**src/hw/rtl/letter_keyframe_waveform_defines.svh**
```systemverilog
// assertion macros for the rtl of the keyframe waveform block
`ifndef LETTER_KEYFRAME_WAVEFORM_DEFINES_SVH
`define LETTER_KEYFRAME_WAVEFORM_DEFINES_SVH

// property that must hold in the same cycle
`define LKW_ASSERT(label, prop, msg) \
	label: assert property (@(posedge clk) disable iff (!arst_n) (prop)) else $error(msg);

// antecedent in one cycle, consequent in the next
`define LKW_ASSERT_NEXT(label, ante, cons, msg) \
	label: assert property (@(posedge clk) disable iff (!arst_n) (ante) |=> (cons)) \
		else $error(msg);

`endif

```
**src/hw/rtl/lkw_pkg.sv**
```systemverilog
// ----------------------------------------------------------------------------
// lkw_pkg
// types, constants and key lookup for the letter keyframe waveform block
// ----------------------------------------------------------------------------
`default_nettype none

package lkw_pkg;

	localparam int DATA_W        = 32;
	localparam int CFG_W         = 40;
	localparam int CFG_IDX_W     = 3;
	localparam int KEY_W         = 5;
	localparam int KEY_IDX_W     = 4;
	localparam int KEYS_W        = 80;
	localparam int KEY_MAX_CODE  = 25;
	localparam int LEVEL_STEPS   = 25;
	localparam int DEF_MAX_KEYS  = 16;
	localparam int DEF_FRAC_BITS = 16;
	// quotient width of the level division and its biased numerator width
	localparam int LVL_QW        = 39;
	localparam int LVL_UW        = LVL_QW + 4;

	localparam logic signed [31:0] RST_VALUE_A = 32'sd0;
	localparam logic signed [31:0] RST_VALUE_Z = 32'sd65536;
	localparam logic [31:0]        RST_PERIOD  = 32'd65536;

	typedef enum logic [CFG_IDX_W-1:0] {
		CFG_VALUE_A,
		CFG_VALUE_Z,
		CFG_PERIOD,
		CFG_KEY_COUNT,
		CFG_KEYS_LOW,
		CFG_KEYS_HIGH,
		CFG_SMOOTH,
		CFG_MULTIPLY
	} cfg_idx_t;

	typedef struct packed {
		logic signed [31:0] value_a;
		logic [31:0]        period;
		logic [KEYS_W-1:0]  keys;
		logic               smooth;
		logic               multiply;
		logic               active;
		logic [KEY_IDX_W-1:0] nm1;
		logic signed [32:0] delta;
	} cfg_t;

	function automatic logic [KEY_W-1:0] key_at(logic [KEYS_W-1:0] keys,
			logic [KEY_IDX_W-1:0] idx);
		logic [KEY_W-1:0] code;
		code = keys[KEY_W*idx +: KEY_W];
		if (code > KEY_W'(KEY_MAX_CODE))
			code = KEY_W'(KEY_MAX_CODE);
		return code;
	endfunction

endpackage

`default_nettype wire

```
**src/hw/rtl/lkw_interp.sv**
```systemverilog
// ----------------------------------------------------------------------------
// lkw_interp
// key lookup, interpolation and level product, three stages
// ----------------------------------------------------------------------------
`default_nettype none

module lkw_interp
	import lkw_pkg::*;
#(
	parameter int FRAC_BITS = DEF_FRAC_BITS,
	parameter int KB        = 4
) (
	input  wire logic                 clk,
	input  wire logic                 arst_n,
	input  wire logic                 en,
	input  wire logic                 in_v,
	input  wire logic [KB+FRAC_BITS-1:0] pos,
	input  wire logic [DATA_W-1:0]    base_in,
	input  wire logic                 active_in,
	input  wire cfg_t                 cfg,
	output logic                      out_v,
	output logic [LVL_UW-1:0]         u,
	output logic [DATA_W-1:0]         base_out,
	output logic                      active_out
);

	localparam int F   = FRAC_BITS;
	localparam int PW  = F + KEY_W;
	localparam int TW  = F + 7;
	localparam int PRW = 34 + PW;
	localparam logic signed [PRW-1:0] ROUND_C = PRW'(64'd25 << (F - 1));
	localparam logic [LVL_UW-1:0]     BIAS_C  = LVL_UW'(64'd25 << (LVL_QW - 1));

	logic [KB-1:0]       i0, i1;
	logic [F-1:0]        f;
	logic [KEY_W-1:0]    k0, k1;
	logic signed [5:0]   dk;
	logic signed [TW-1:0] term, pfull;

	logic                v_s1, v_s2, v_s3;
	logic [PW-1:0]       p_s1;
	logic signed [PRW-1:0] prod_s2;
	logic [LVL_UW-1:0]   u_s3;
	logic [DATA_W-1:0]   base_s1, base_s2, base_s3;
	logic                act_s1, act_s2, act_s3;
	logic signed [PRW-1:0] x;
	logic signed [LVL_QW-1:0] q;

	assign i0 = pos[KB+F-1:F];
	assign f  = pos[F-1:0];
	assign i1 = i0 + KB'(f != '0);
	assign k0 = key_at(cfg.keys, KEY_IDX_W'(i0));
	assign k1 = key_at(cfg.keys, KEY_IDX_W'(i1));
	assign dk = $signed({1'b0, k1}) - $signed({1'b0, k0});
	assign term  = dk * $signed({1'b0, f});
	assign pfull = $signed(TW'({k0, {F{1'b0}}})) + (cfg.smooth ? term : '0);

	// round half up, then floor by shifting
	assign x = prod_s2 + ROUND_C;
	assign q = x[PRW-1:F];

	always_ff @(posedge clk or negedge arst_n) begin
		if (!arst_n) begin
			v_s1 <= 1'b0;
			v_s2 <= 1'b0;
			v_s3 <= 1'b0;
		end else if (en) begin
			v_s1 <= in_v;
			v_s2 <= v_s1;
			v_s3 <= v_s2;
		end
	end

	always_ff @(posedge clk) begin
		if (en) begin
			p_s1    <= pfull[PW-1:0];
			base_s1 <= base_in;
			act_s1  <= active_in;
			prod_s2 <= cfg.delta * $signed({1'b0, p_s1});
			base_s2 <= base_s1;
			act_s2  <= act_s1;
			// bias by a multiple of 25 so the division sees a positive value
			u_s3    <= LVL_UW'(q) + BIAS_C;
			base_s3 <= base_s2;
			act_s3  <= act_s2;
		end
	end

	assign out_v      = v_s3;
	assign u          = u_s3;
	assign base_out   = base_s3;
	assign active_out = act_s3;

endmodule

`default_nettype wire
```
**config.mk**
```make
export PLATFORM = sky130hd
export DESIGN_NAME = lkw_interp
export DESIGN_NICKNAME = d
export VERILOG_FILES = /design/src/hw/rtl/letter_keyframe_waveform_defines.svh /design/src/hw/rtl/lkw_pkg.sv /design/src/hw/rtl/lkw_interp.sv
export SDC_FILE = /design/constraint.sdc
export NUM_CORES = 2
export LEC_CHECK = 0
export ABC_AREA = 1
export ABC_CLOCK_PERIOD_IN_PS = 6000
export BUFFER_PORTS_ARGS = -buffer_cell sky130_fd_sc_hd__buf_2
export CAP_MARGIN = 20
export CORE_UTILIZATION = 50
export CTS_CLUSTER_DIAMETER = 150
export CTS_CLUSTER_SIZE = 20
export DETAILED_ROUTE_END_ITERATION = 7
export PLACE_DENSITY = 0.67
export SLEW_MARGIN = 25
export SYNTH_ARGS = -nofsm -noshare
export SYNTH_HDL_FRONTEND = slang
export SYNTH_SLANG_ARGS = --single-unit
```
**constraint.sdc**
```tcl
create_clock -name clk -period 6 [get_ports clk]
set_input_delay 0.9 -clock clk [delete_from_list [all_inputs] [get_ports clk]]
set_output_delay 0.9 -clock clk [all_outputs]
set_load 0.01 [all_outputs]
```
==> flow_summary.ini <==
[outcome]
status = complete, but fails checks
failed_checks = setup timing

[worst_setup_path]
ff2ff_setup_slack_ps = -400
worstRegToRegCells = 23
cp_slowest_cell = fa_1
path_max_fanout = 7
reg2reg_to = prod_s2[47]$_DFFE_PP_
cp.depth = 45
path_buf_inv = 10
cp-end-kind = register
path_delay_family = adder cells
r2r_start = p_s1[2]$_SDFFCE_PN0P_
critical_path_class = in2reg
worstPathArrival_ps = 8290
crit_path_start = pos[0]
slowest_delay_ps = 540
cp.required_ps = 6280
start_kind = primary input

[global_routing]
gr-total-overflow = 0
grt_max_degree = 98
first_global_vias = 33355
grt_pass1_wl_um = 170000
track_usage_pct = 27.5
antenna_found_initial = 1

[yosys]
synth_edf_count = 199
synth_seq_cells = 202
synth_area_leader_cell = fa_1
synth_cells = 4669
synth.top_cell.area_share_pct = 39.2
synth_xor_area_share_pct = 1.74
synthSimpleGateAreaFrac_pct = 17.1
avgSynthCellArea_um2 = 8.14
synth_cell_types = 44
synth_area_um2 = 38000
synth_top_family_by_area = adder cells
synth_ff_type = edfxtp_1
yosysWarnings = 0
synth_compound_area_share_pct = 4.45
seq_area_frac_synth_pct = 15.9
synth_fa_ha_area_share_pct = 45.6
async_reset_ff_share_pct = 1.49
synth_top_cells_by_area = fa_1 39%, edfxtp_1 16%, inv_1 13%
muxShareOfSynthArea_pct = 0.0296

[timing]
post-route-min-period_ps = 8010
post-route-period-util_pct = 133
maxSlewViolCount = 0
worst_clock_skew_ps = 38.5
holdWs_ps = 169
fmax_mhz = 125
relSlewSlack_pct = 46.6
rsz0062_at_grt = yes
hold_viol_final = 0
worst_pin_slew_ps = 800
setup_viol = 57
fin_ws_ps = -2010

[floorplanning]
die_area_um2 = 77200
core_um2 = 74800
initial_core_util_pct = 50.8
fp-row-count = 100
dieHeight_um = 278
die_w_um = 278
ios = 318

[clock_tree]
hold_buffers = 0
cts_inserted_buffers = 14
path_clk_slew_ps = 80
clock_latency_ps = 520
clkSinkCount = 202
h-tree-depth = 1
cts_buffer_depth = 3
cts_root_buf = clkbuf_16
cts_tree = done

[routing]
drt_wl_total_um = 106000
ant_nets = 0
dr.pass1.iters = 7
via_count = 31837
drc_errors = 0
drt-initial-drc-count = 1929
wl_per_cell_um = 16.6
viasPerCell = 5.00

[final_layout]
finalNonFillerCells = 6365
fin_util_pct = 66.7
fin_nets = 6569
drive_gt1_share_pct = 30.2
area_growth_pct = 31.3

[placement]
dp_hpwl_um = 86900
dp.cells = 6235
io_buffers = 243
place_ws_ps = -2500
place.gp.congestion = 0.951

[worst_hold_path]
holdCritPathClass = in2async

[flow_run]
drv_cap = 0
## stage by stage
step | TNS (ps) | cell area (um2)
floorplan | -20260 | 39900
global placement | -59970 | 45900
detailed placement | -62180 | 45900
CTS | -26180 | 48200
global route | -41330 | 49900
finish | -29990 | 49900
## registers in the layout, summed over array words and instances, names as in the netlist
register,count
u,39
base_out,32
out_v,1
act_s2,1
p_s1,21
v_s1,1
active_out,1
v_s2,1
base_s2,32
act_s1,1
base_s1,32
prod_s2,40
## synth_stat cells, types with 4 or more instances
master	instances
ha_1	194
edfxtp_1	199
fa_1	745
a21o_1	4
nor2_4	5
xnor2_1	24
o21bai_1	11
clkbuf_1	161
buf_2	18
nand2_1	1174
nor4_1	10
or2_2	4
o21ai_0	101
inv_1	1327
nand3_1	130
buf_4	4
nand4_1	37
o21a_1	8
nand2_2	6
nor3_1	24
nor2_1	223
xor2_1	48
a21oi_1	148
o211ai_1	30
## layout make-up
| class | count | area, um2 |
|---|---|---|
| Multi-Input combinational cell | 2952 | 29600 |
| Fill cell | 5895 | 24900 |
| Tap cell | 969 | 1210 |
| Inverter | 1331 | 5030 |
| Timing Repair Buffer | 888 | 7590 |
| Clock inverter | 3 | 36.3 |
| Sequential cell | 202 | 6050 |
| Antenna cell | 1 | 2.50 |
| Clock buffer | 19 | 369 |
## worst max-delay path by stage
stage	endpoint	slack [ps]
after global placement	p_s1[20]$_DFFE_PP_	-2500
final	p_s1[20]$_DFFE_PP_	-2010
after floorplan	p_s1[20]$_DFFE_PP_	-1790
after detailed placement	p_s1[20]$_DFFE_PP_	-2500
after CTS	p_s1[20]$_DFFE_PP_	-1790
after global routing	p_s1[20]$_DFFE_PP_	-2330
## repair_timing
item / in CTS / in global routing
gates cloned: 8 / 7
pin swaps: 223 / 251
gates resized for setup: 404 / 333
buffers inserted: 42 / 54
endpoints found under the setup margin: 56 / 57
## logic make-up (layout without fill, tap and decap cells)
| group | count (synthesis) | in the layout |
|---|---|---|
| simple gates | 1625 | 1625 |
| mux | 1 | 1 |
| other cells | 2 | 5 |
| flops | 202 | 202 |
| buf+inv | 1517 | 2241 |
| fa+ha+maj | 939 | 939 |
| xor+xnor | 74 | 74 |
| compound gates | 309 | 309 |
## cell usage in the layout (no fill, tap or decap), types with 27 or more instances in the layout
cell	instances
nor2_1	135
buf_6	72
ha_1	131
ha_4	61
inv_1	1203
xor2_1	42
edfxtp_1	199
nand2_2	150
nand3_1	102
nor2_4	64
nand2_1	967
nor2_2	32
o211ai_1	30
buf_4	496
a21oi_4	27
o21ai_1	27
inv_2	115
fa_2	55
a21oi_2	44
nand4_1	37
nand2_4	61
buf_12	76
buf_2	226
fa_1	690
a21oi_1	77
o21ai_0	49
## routing by layer
layer	wire length [um]	GRT usage, %	vias to the layer above
met3	4580	1.79	211
met1	42900	35.4	15738
met4	3490	6.53	0
met2	54800	50.3	878
met5	0	0	-
li1	-	-	15010
Power is not shown: default switching activity piles up to over one toggle a cycle in this logic, so the estimate is an artifact.
