File: src/hw/rtl/letter_keyframe_waveform_defines.svh
// assertion macros for the rtl of the keyframe waveform block
`ifndef LETTER_KEYFRAME_WAVEFORM_DEFINES_SVH
`define LETTER_KEYFRAME_WAVEFORM_DEFINES_SVH

// property that must hold in the same cycle
`define LKW_ASSERT(label, prop, msg) \
	label: assert property (@(posedge clk) disable iff (!arst_n) (prop)) else $error(msg);

// antecedent in one cycle, consequent in the next
`define LKW_ASSERT_NEXT(label, ante, cons, msg) \
	label: assert property (@(posedge clk) disable iff (!arst_n) (ante) |=> (cons)) \
		else $error(msg);

`endif

File: src/hw/rtl/lkw_pkg.sv
// ----------------------------------------------------------------------------
// lkw_pkg
// types, constants and key lookup for the letter keyframe waveform block
// ----------------------------------------------------------------------------
`default_nettype none

package lkw_pkg;

	localparam int DATA_W        = 32;
	localparam int CFG_W         = 40;
	localparam int CFG_IDX_W     = 3;
	localparam int KEY_W         = 5;
	localparam int KEY_IDX_W     = 4;
	localparam int KEYS_W        = 80;
	localparam int KEY_MAX_CODE  = 25;
	localparam int LEVEL_STEPS   = 25;
	localparam int DEF_MAX_KEYS  = 16;
	localparam int DEF_FRAC_BITS = 16;
	// quotient width of the level division and its biased numerator width
	localparam int LVL_QW        = 39;
	localparam int LVL_UW        = LVL_QW + 4;

	localparam logic signed [31:0] RST_VALUE_A = 32'sd0;
	localparam logic signed [31:0] RST_VALUE_Z = 32'sd65536;
	localparam logic [31:0]        RST_PERIOD  = 32'd65536;

	typedef enum logic [CFG_IDX_W-1:0] {
		CFG_VALUE_A,
		CFG_VALUE_Z,
		CFG_PERIOD,
		CFG_KEY_COUNT,
		CFG_KEYS_LOW,
		CFG_KEYS_HIGH,
		CFG_SMOOTH,
		CFG_MULTIPLY
	} cfg_idx_t;

	typedef struct packed {
		logic signed [31:0] value_a;
		logic [31:0]        period;
		logic [KEYS_W-1:0]  keys;
		logic               smooth;
		logic               multiply;
		logic               active;
		logic [KEY_IDX_W-1:0] nm1;
		logic signed [32:0] delta;
	} cfg_t;

	function automatic logic [KEY_W-1:0] key_at(logic [KEYS_W-1:0] keys,
			logic [KEY_IDX_W-1:0] idx);
		logic [KEY_W-1:0] code;
		code = keys[KEY_W*idx +: KEY_W];
		if (code > KEY_W'(KEY_MAX_CODE))
			code = KEY_W'(KEY_MAX_CODE);
		return code;
	endfunction

endpackage

`default_nettype wire

File: src/hw/rtl/lkw_cfg.sv
// ----------------------------------------------------------------------------
// lkw_cfg
// configuration registers and the values derived from them
// ----------------------------------------------------------------------------
`default_nettype none

module lkw_cfg
	import lkw_pkg::*;
#(
	parameter int MAX_KEYS = DEF_MAX_KEYS
) (
	input  wire logic                 clk,
	input  wire logic                 arst_n,
	input  wire logic                 cfg_we,
	input  wire logic [CFG_IDX_W-1:0] cfg_index,
	input  wire logic [CFG_W-1:0]     cfg_wdata,
	output cfg_t                      cfg
);

	logic signed [31:0] value_a_q;
	logic signed [31:0] value_z_q;
	logic [31:0]        period_q;
	logic [4:0]         key_count_q;
	logic [39:0]        keys_low_q;
	logic [39:0]        keys_high_q;
	logic               smooth_q;
	logic               multiply_q;
	logic [KEY_IDX_W-1:0] nm1_q;
	logic signed [32:0] delta_q;
	logic [4:0]         n;

	assign n = (key_count_q > 5'(MAX_KEYS)) ? 5'(MAX_KEYS) : key_count_q;

	always_ff @(posedge clk or negedge arst_n) begin
		if (!arst_n) begin
			value_a_q   <= RST_VALUE_A;
			value_z_q   <= RST_VALUE_Z;
			period_q    <= RST_PERIOD;
			key_count_q <= '0;
			keys_low_q  <= '0;
			keys_high_q <= '0;
			smooth_q    <= 1'b0;
			multiply_q  <= 1'b0;
			nm1_q       <= '0;
			delta_q     <= '0;
		end else begin
			if (cfg_we) begin
				unique case (cfg_idx_t'(cfg_index))
					CFG_VALUE_A:   value_a_q   <= cfg_wdata[31:0];
					CFG_VALUE_Z:   value_z_q   <= cfg_wdata[31:0];
					CFG_PERIOD:    period_q    <= cfg_wdata[31:0];
					CFG_KEY_COUNT: key_count_q <= cfg_wdata[4:0];
					CFG_KEYS_LOW:  keys_low_q  <= cfg_wdata;
					CFG_KEYS_HIGH: keys_high_q <= cfg_wdata;
					CFG_SMOOTH:    smooth_q    <= cfg_wdata[0];
					CFG_MULTIPLY:  multiply_q  <= cfg_wdata[0];
					default: ;
				endcase
			end
			nm1_q    <= KEY_IDX_W'(n - 5'd1);
			delta_q  <= 33'(value_z_q) - 33'(value_a_q);
		end
	end

	// sampled as a transaction enters, so it follows the registers directly
	assign cfg.active   = (period_q != '0) && (n >= 5'd2);
	assign cfg.value_a  = value_a_q;
	assign cfg.period   = period_q;
	assign cfg.keys     = {keys_high_q, keys_low_q};
	assign cfg.smooth   = smooth_q;
	assign cfg.multiply = multiply_q;
	assign cfg.nm1      = nm1_q;
	assign cfg.delta    = delta_q;

endmodule

`default_nettype wire

File: config.mk
export PLATFORM = sky130hd
export DESIGN_NAME = lkw_cfg
export DESIGN_NICKNAME = d
export VERILOG_FILES = /design/src/hw/rtl/letter_keyframe_waveform_defines.svh /design/src/hw/rtl/lkw_pkg.sv /design/src/hw/rtl/lkw_cfg.sv
export SDC_FILE = /design/constraint.sdc
export NUM_CORES = 1
export LEC_CHECK = 0
export BUFFER_PORTS_ARGS = -buffer_cell sky130_fd_sc_hd__buf_2
export CAP_MARGIN = 40
export CORE_AREA = 8 8 175 177
export CTS_CLUSTER_DIAMETER = 100
export DETAILED_ROUTE_END_ITERATION = 16
export DIE_AREA = 0 0 183 185
export GPL_TIMING_DRIVEN = 0
export SYNTH_ARGS = -nofsm -noshare
export SYNTH_HDL_FRONTEND = slang
export SYNTH_SLANG_ARGS = --single-unit
File: constraint.sdc
create_clock -name clk -period 2.6 [get_ports clk]
set_input_delay 0.39 -clock clk [delete_from_list [all_inputs] [get_ports clk]]
set_output_delay 0.39 -clock clk [all_outputs]
set_load 0.01 [all_outputs]
==> summary.md, run 1 <==
| Metric | Value |
|---|---|
| Row count | 62 |
| CP Class | flop to flop |
| Net switching power | 4.22 mW |
| Adder-cell area share of the yosys netlist | 4.62% |
| DRC | 0 |
| Slew headroom | approximately 46% |
| Post-synth top area cell | dfrtp_1 |
| Skew-Pair Late Insertion Delay | 0.51 ns |
| Layout cells sized above 1 | 42.9% |
| First-pass GRT wire length | 42,000 um |
| RSZ-0062 raised after global routing | no |
| Clock group share of total power | between 20% and 30% |
| Via count | a little under 7,000 |
| Internal Power | 8.31 mW |
| Post-Syn Nets | 847 |
| Dpl cells | roughly 1,400 |
| CTS sink count | 220 |
| Worst Path Max Fanout | 3 |
| Worst Tran Pin Value | a little over 0.8 ns |
| Grt ovf | 0 |
| Sequential share of the synthesized area | between 50% and 60% |
| Max Freq | 401 MHz |
| Total track usage | approximately 16% |
| IO Count | 230 |
| Syn. warnings | 0 |
| Synth Area in Simple Gates | 6.45% |
| Yosys reg bits | 220 |
| DRT Pass-1 Iters | 4 |
| Final min period | 2.49 ns |
| HP Class | input pin to flop |
| Nets | 1,109 |
| Slew Viols, Final | 0 |
| Die Y | 185 um |
| Starting density of the core | around 34% |
| Buffers on Ports | 227 |
| Vias in the first global route | approximately 7,200 |
| Synth Cell Area | 9640 sq um |
| WP data arrival | 2.88 ns |
| Average size of a mapped cell | 12.6 sq um |
| Clock slew at reported path FFs | 0.06 ns |
| Total inserted antenna cells | 0 |
| Root buf cell | clkbuf_16 |
| WL final | 27,200 um |
| Die ar. | 33,900 sq um |
| Most frequent cells after synthesis | dfrtp_1, mux2_2, nand2_1 |
| Max rail drop VDD | between 0.0004 and 0.0005 V |
| CTS tree | built |
| CTS buffer count | 25 |
| Pre-CTS WS | -0.308 ns |
| Synth cell types | 53 |
| Outcome | complete, no violations |
| Compound-Gate Fraction of Synth Area | between 8 and 9% |
| H-Tree Level Count | 1 |
| Die Wd | 183 um |
| Final Hold Viols | 0 |
| Core area | 28,100 sq um |
| Net Sw Frac | around a third |
| Setup WS post-layout | roughly 0.11 ns |
| Post-synth top area share | 56.6% |
| Post-DP HPWL | 20,600 um |
| Count leader, synth | dfrtp_1 |
| Synth top area cells | dfrtp_1, mux2_2, ha_1, nand2_1, o21ai_0 |
| Area delta synth->final | 26.7% |
| Setup crit start kind | flop |
| LEAKAGE | 5.70 nW |
| Layout Skew | 0.00910 ns |
| Synth Flop Type | dfrtp_1 |
| Largest net degree at the start of global routing | between 100 and 150 |
| Post-synth EDFFs | 0 |
| Overall power | 12.5 mW |
| Mux contribution to synthesized area | between 10% and 20% |
| Post-Layout Cell Count | 1,429 |
| Detail Route Antenna Nets | 0 |
| Iter 0 DRT Violations | 318 |
| Logic pwr share | around a third |
| Period utilization | about 96% |
| Xor and xnor area share after synthesis | 2.82% |
| Largest family of logic cells by synthesized area | multiplexers |
| Flop pwr share | between 30% and 40% |
| Post-Synthesis Cells | 766 |
| Fraction of registers with async set/reset | 100% |
| Max capacitance violation total | 0 |
| PD cells | 1030 nW/um^2 |
| Antenna violations before repair | 0 |
| Wire length per cell | approximately 19 um |
| Nature of the critical path endpoint | flop |
| GP Congestion | about 0.8 |
| Vias per cell | 4.75 |
| Worst hold slack | 0.121 ns |
| Final setup fails | 0 |
| Max clock buf depth | 3 |
| WP data required | 2.99 ns |
logic make-up after synthesis:
logic type	after synthesis
buffers and inverters	72
flip-flops	220
AND/OR/NAND/NOR	128
AO/OA/AOI/OAI	130
adder cells (fa/ha/maj)	35
XOR/XNOR	31
multiplexers	150
per-layer routing:
metal	vias up	track usage (%)	share of wire [%]
met5	-	0	0
met4	0	4.65	2.2
met3	35	3.69	5.7
met2	189	26.7	48
met1	3332	19.9	44
li1	3237	-	-
cell type report:
type	instances	area (sq um)
clock inverters	8	80.1
inverters	41	154
clock buffers	36	737
multi-input cells	474	3890
flip-flops and latches	220	5510
well taps	384	480
plain buffers	31	140
fillers	2747	15900
repair buffers	235	1230
worst max-delay path, stage by stage (launching register included):
cell	delay, ns
dfrtp_1	0.40
ha_2	0.23
fa_1	0.41
nand2b_4	0.17
a21oi_4	0.16
o211ai_1	0.14
o311ai_2	0.40
a21o_1	0.23
a21oi_1	0.10
xnor2_1	0.13
final timing paths:
check / startpoint / slack, ns / endpoint / cells past startpoint
setup / recovery: value_a_q[0] / 0.11 / delta_q[30] / 9
hold / removal: cfg_wdata[34] / 0.12 / keys_high_q[34] / 2
setup reg to reg: value_a_q[0] / 0.11 / delta_q[30] / 9
hold reg to reg: keys_high_q[37] / 0.50 / keys_high_q[37] / 1
max in group asynchronous: arst_n / 0.96 / value_a_q[11] / 3
min in group asynchronous: arst_n / 0.56 / keys_low_q[3] / 2
power by group through the flow:
| stage | Sequential, mW | Clock [mW] | Combinational (mW) |
|---|---|---|---|
| after floorplan | 5.19 | 0 | 2.21 |
| after global placement | 4.81 | 0 | 4.19 |
| after detailed placement | 4.83 | 0 | 4.25 |
| after CTS | 4.78 | 3.55 | 4.32 |
| after global routing | 4.89 | 3.71 | 4.76 |
| final | 4.77 | 3.44 | 4.32 |
registers in the layout, indices dropped and copies added, names as in the netlist:
register and flops:
key_count_q 5, period_q 32, value_a_q 32, value_z_q 32, keys_low_q 40, keys_high_q 40
multiply_q 1, smooth_q 1, nm1_q 4, delta_q 33
what timing repair did:
action | 4_1_cts | 5_1_grt
pin swaps | 4 | 4
endpoints found under the hold margin | 90 | 0
hold buffers | 1 | 0
endpoints found under the setup margin | 8 | 11
setup buffers | 3 | 1
gates resized for setup | 4 | 4
placed cells by master (no fill, tap or decap), types with 2 or more instances in the layout:
cell type,count
buf_2,234
dfrtp_1,218
mux2_2,150
nand2_1,60
o21ai_0,44
inv_1,41
a21oi_1,33
ha_1,33
clkbuf_16,25
clkbuf_1,21
xnor2_1,20
nor2_1,13
a21o_1,11
xor2_1,11
nand4_1,9
nor4_1,9
nand2b_1,8
nand3_1,8
nor3_1,7
buf_4,7
clkbuf_8,7
a31oi_1,5
o21ai_1,4
o21bai_1,4
buf_1,4
o211ai_1,3
a211oi_1,3
nand4b_1,3
clkinvlp_4,3
and4_1,2
nor3b_1,2
and3_1,2
nor2b_1,2
o21a_1,2
a311oi_1,2
clkinv_4,2
clkinv_2,2
dfstp_2,2
through the flow:
stage / setup TNS (ns) / utilization, % / instance area [sq um]
after floorplan: 0 / - / 9640
after global placement: -600.74 / 40.1 / 11300
after detailed placement: -1.33 / 40.3 / 11300
after CTS: 0 / 43.4 / 12200
after global routing: 0 / 43.5 / 12200
final: 0 / 43.5 / 12200
Note: power is estimated with default switching activity, not from simulation.
==> run 2, diff against run 1 <==
--- a/config.mk
+++ b/config.mk
@@ -7,11 +7,15 @@
 export LEC_CHECK = 0
 export BUFFER_PORTS_ARGS = -buffer_cell sky130_fd_sc_hd__buf_2
 export CAP_MARGIN = 40
-export CORE_AREA = 8 8 175 177
+export CELL_PAD_IN_SITES_DETAIL_PLACEMENT = 0
+export CELL_PAD_IN_SITES_GLOBAL_PLACEMENT = 2
+export CORE_AREA = 8 8 161 193
 export CTS_CLUSTER_DIAMETER = 100
 export DETAILED_ROUTE_END_ITERATION = 16
-export DIE_AREA = 0 0 183 185
+export DIE_AREA = 0 0 169 201
 export GPL_TIMING_DRIVEN = 0
+export PLACE_DENSITY_LB_ADDON = 0.1
+export SLEW_MARGIN = 15
 export SYNTH_ARGS = -nofsm -noshare
 export SYNTH_HDL_FRONTEND = slang
 export SYNTH_SLANG_ARGS = --single-unit
==> summary.md, run 2 (same netlist as run 1, synthesis figures left out) <==
| Metric | Value |
|---|---|
| Commonest non-fill, non-tap cell in the layout | buf_2 (unchanged) |
| Starting density of the core | 34.6% (was 34.3%) |
| H-Tree Level Count | 1 (unchanged) |
| CP Class | flop to flop (unchanged) |
| Slew headroom | 46.8% (was 46.1%) |
| RSZ-0062 raised after global routing | yes (was no) |
| Layout Skew | 0.00930 ns (was 0.00910 ns) |
| Slew Viols, Final | 0 (unchanged) |
| Flop pwr share | 36.6% (was 38.1%) |
| Iter 0 DRT Violations | 270 (was 318) |
| Final Hold Viols | 0 (unchanged) |
| Die ar. | 34,000 sq um (was 33,900 sq um) |
| Die Wd | 169 um (was 183 um) |
| Worst Tran Pin Value | 0.795 ns (was 0.809 ns) |
| Period utilization | 95.9% (about the same) |
| Crit path max-delay family | compound AO/OA/AOI/OAI gates (unchanged) |
| HP Class | input pin to flop (unchanged) |
| Buffers on Ports | 227 (unchanged) |
| WP data required | 2.99 ns (about the same) |
| Largest regs | keys_high_q (40), keys_low_q (40), delta_q (33) (unchanged) |
| Net Sw Frac | 33.1% (was 33.7%) |
| Total track usage | 16.8% (was 15.8%) |
| Internal Power | 8.73 mW (was 8.31 mW) |
| WL final | 28,700 um (was 27,200 um) |
| Core area | 27,800 sq um (was 28,100 sq um) |
| Row count | 67 (was 62) |
| Fillers | 2,759 (was 2,747) |
| Die Y | 201 um (was 185 um) |
| Worst Path Max Fanout | 3 (unchanged) |
| Vias in the first global route | 7,368 (was 7,222) |
| Nets | 1,108 (was 1,109) |
| Via count | 6,810 (was 6,793) |
| Root buf cell | clkbuf_16 (unchanged) |
| Nature of the critical path endpoint | flop (unchanged) |
| Post-DP HPWL | 21,700 um (was 20,600 um) |
| Final core occ | 44.4% (was 43.5%) |
| Vias per cell | 4.78 (was 4.75) |
| GP Congestion | 0.812 (was 0.810) |
| IO Count | 230 (unchanged) |
| Commonest cells after routing, fill and taps aside | buf_2, dfrtp_1, mux2_2 (unchanged) |
| Logic pwr share | 33.5% (was 34.5%) |
| Skew-Pair Late Insertion Delay | 0.52 ns (was 0.51 ns) |
| Buf/Inv on CP | 0 (unchanged) |
| WP data arrival | 2.88 ns (about the same) |
| PD cells | 1060 nW/um^2 (was 1030 nW/um^2) |
| Area delta synth->final | 28.1% (was 26.7%) |
| Largest stage delay, worst path | 0.41 ns (about the same) |
| Slowest CP cell | dfrtp_1 (was fa_1) |
| LEAKAGE | 5.77 nW (was 5.70 nW) |
| Clock slew at reported path FFs | 0.06 ns (about the same) |
| Net switching power | 4.32 mW (was 4.22 mW) |
| Final min period | 2.49 ns (about the same) |
| Max rail drop VDD | 0.000504 V (was 0.000482 V) |
| Outcome | complete, no violations (unchanged) |
| CTS buffer count | 25 (unchanged) |
| Clock group share of total power | 29.9% (was 27.4%) |
| Setup crit start kind | flop (unchanged) |
| First-pass GRT wire length | 44,700 um (was 42,000 um) |
| CTS tree | built (unchanged) |
| Antenna violations before repair | 0 (unchanged) |
| Largest net degree at the start of global routing | 98 (was 113) |
| Final setup fails | 0 (unchanged) |
| CTS sink count | 220 (unchanged) |
| Total inserted antenna cells | 0 (unchanged) |
| Worst hold slack | 0.112 ns (was 0.121 ns) |
| Layout cells sized above 1 | 43.3% (was 42.9%) |
| Wire length per cell | 20.1 um (was 19.0 um) |
| DRC | 0 (unchanged) |
| Grt ovf | 0 (unchanged) |
| DRT Pass-1 Iters | 4 (unchanged) |
| Max Freq | 401 MHz (about the same) |
| Max clock buf depth | 3 (unchanged) |
| Max capacitance violation total | 0 (unchanged) |
| Detail Route Antenna Nets | 0 (unchanged) |
| CP cell instances | ha_2, fa_2, nand2b_4, a21oi_4, o211ai_1, o311ai_4, a21o_1, a21oi_1, xnor2_1 (was ha_2, fa_1, nand2b_4, a21oi_4, o211ai_1, o311ai_2, a21o_1, a21oi_1, xnor2_1) |
-- run 2: cell types whose count changed in the layout (fill, tap and decap cells not counted), sizes merged --
cell,before,now
clkinv,4,6
clkbuf,53,45
bufinv,1,7
-- run 2: power groups by stage --
stage	Combinational [mW]	Clock, mW	Sequential [mW]
floorplan	2.21	0	5.19
global placement	4.31	0	4.82
detailed placement	4.32	0	4.84
CTS	4.42	4.04	4.79
global route	4.85	4.17	4.89
finish	4.37	3.91	4.78
-- run 2: what timing repair did --
| item | 4_1_cts | 5_1_grt |
|---|---|---|
| hold endpoints to repair | 38 | 0 |
| buffers inserted | 1 | 2 |
| endpoints found under the setup margin | 12 | 7 |
| pin swaps | 4 | 4 |
| hold buffers | 1 | 0 |
| gates resized for setup | 11 | 2 |
-- run 2: per-stage QoR --
stage	total power, mW	area (sq um)	cells	TNS [ns]	setup WS, ns
floorplan	7.40	9640	766	0	0.211
global placement	9.13	11300	1372	-635.19	-2.92
detailed placement	9.16	11300	1376	-2.77	-0.494
CTS	13.3	12300	1423	0	0.0343
global route	13.9	12400	1424	-0.0114	-0.0114
finish	13.1	12400	1424	0	0.107
-- run 2: final cells by class --
| cell class | count | area, sq um | share of cell area [%] |
|---|---|---|---|
| buffer | 30 | 136 | 1.10 |
| clock buffer | 29 | 651 | 5.27 |
| clock inverter | 16 | 263 | 2.13 |
| inverter | 41 | 154 | 1.25 |
| multi-input combinational | 474 | 3910 | 31.7 |
| sequential | 220 | 5510 | 44.6 |
| tap | 379 | 474 | 3.84 |
| timing repair buffer | 235 | 1250 | 10.1 |
-- run 2: per-layer routing --
layer / track usage (%) / share of wire [%] / vias to the layer above
met2: 28.4 / 49 / 161
met5: 0 / 0 / -
met1: 20.8 / 43 / 3390
met4: 3.48 / 1.5 / 0
met3: 4.86 / 7.0 / 32
li1: - / - / 3227
-- run 2: final timing paths --
| check | from | end | slack (ns) | cells past startpoint |
|---|---|---|---|---|
| max | value_a_q[0] | delta_q[30] | 0.11 | 9 |
| min | cfg_wdata[36] | keys_low_q[36] | 0.11 | 2 |
| max reg2reg | value_a_q[0] | delta_q[30] | 0.11 | 9 |
| min reg2reg | keys_high_q[24] | keys_high_q[24] | 0.50 | 1 |
| max in group asynchronous | arst_n | keys_low_q[24] | 1.01 | 4 |
| min in group asynchronous | arst_n | delta_q[8] | 0.34 | 2 |
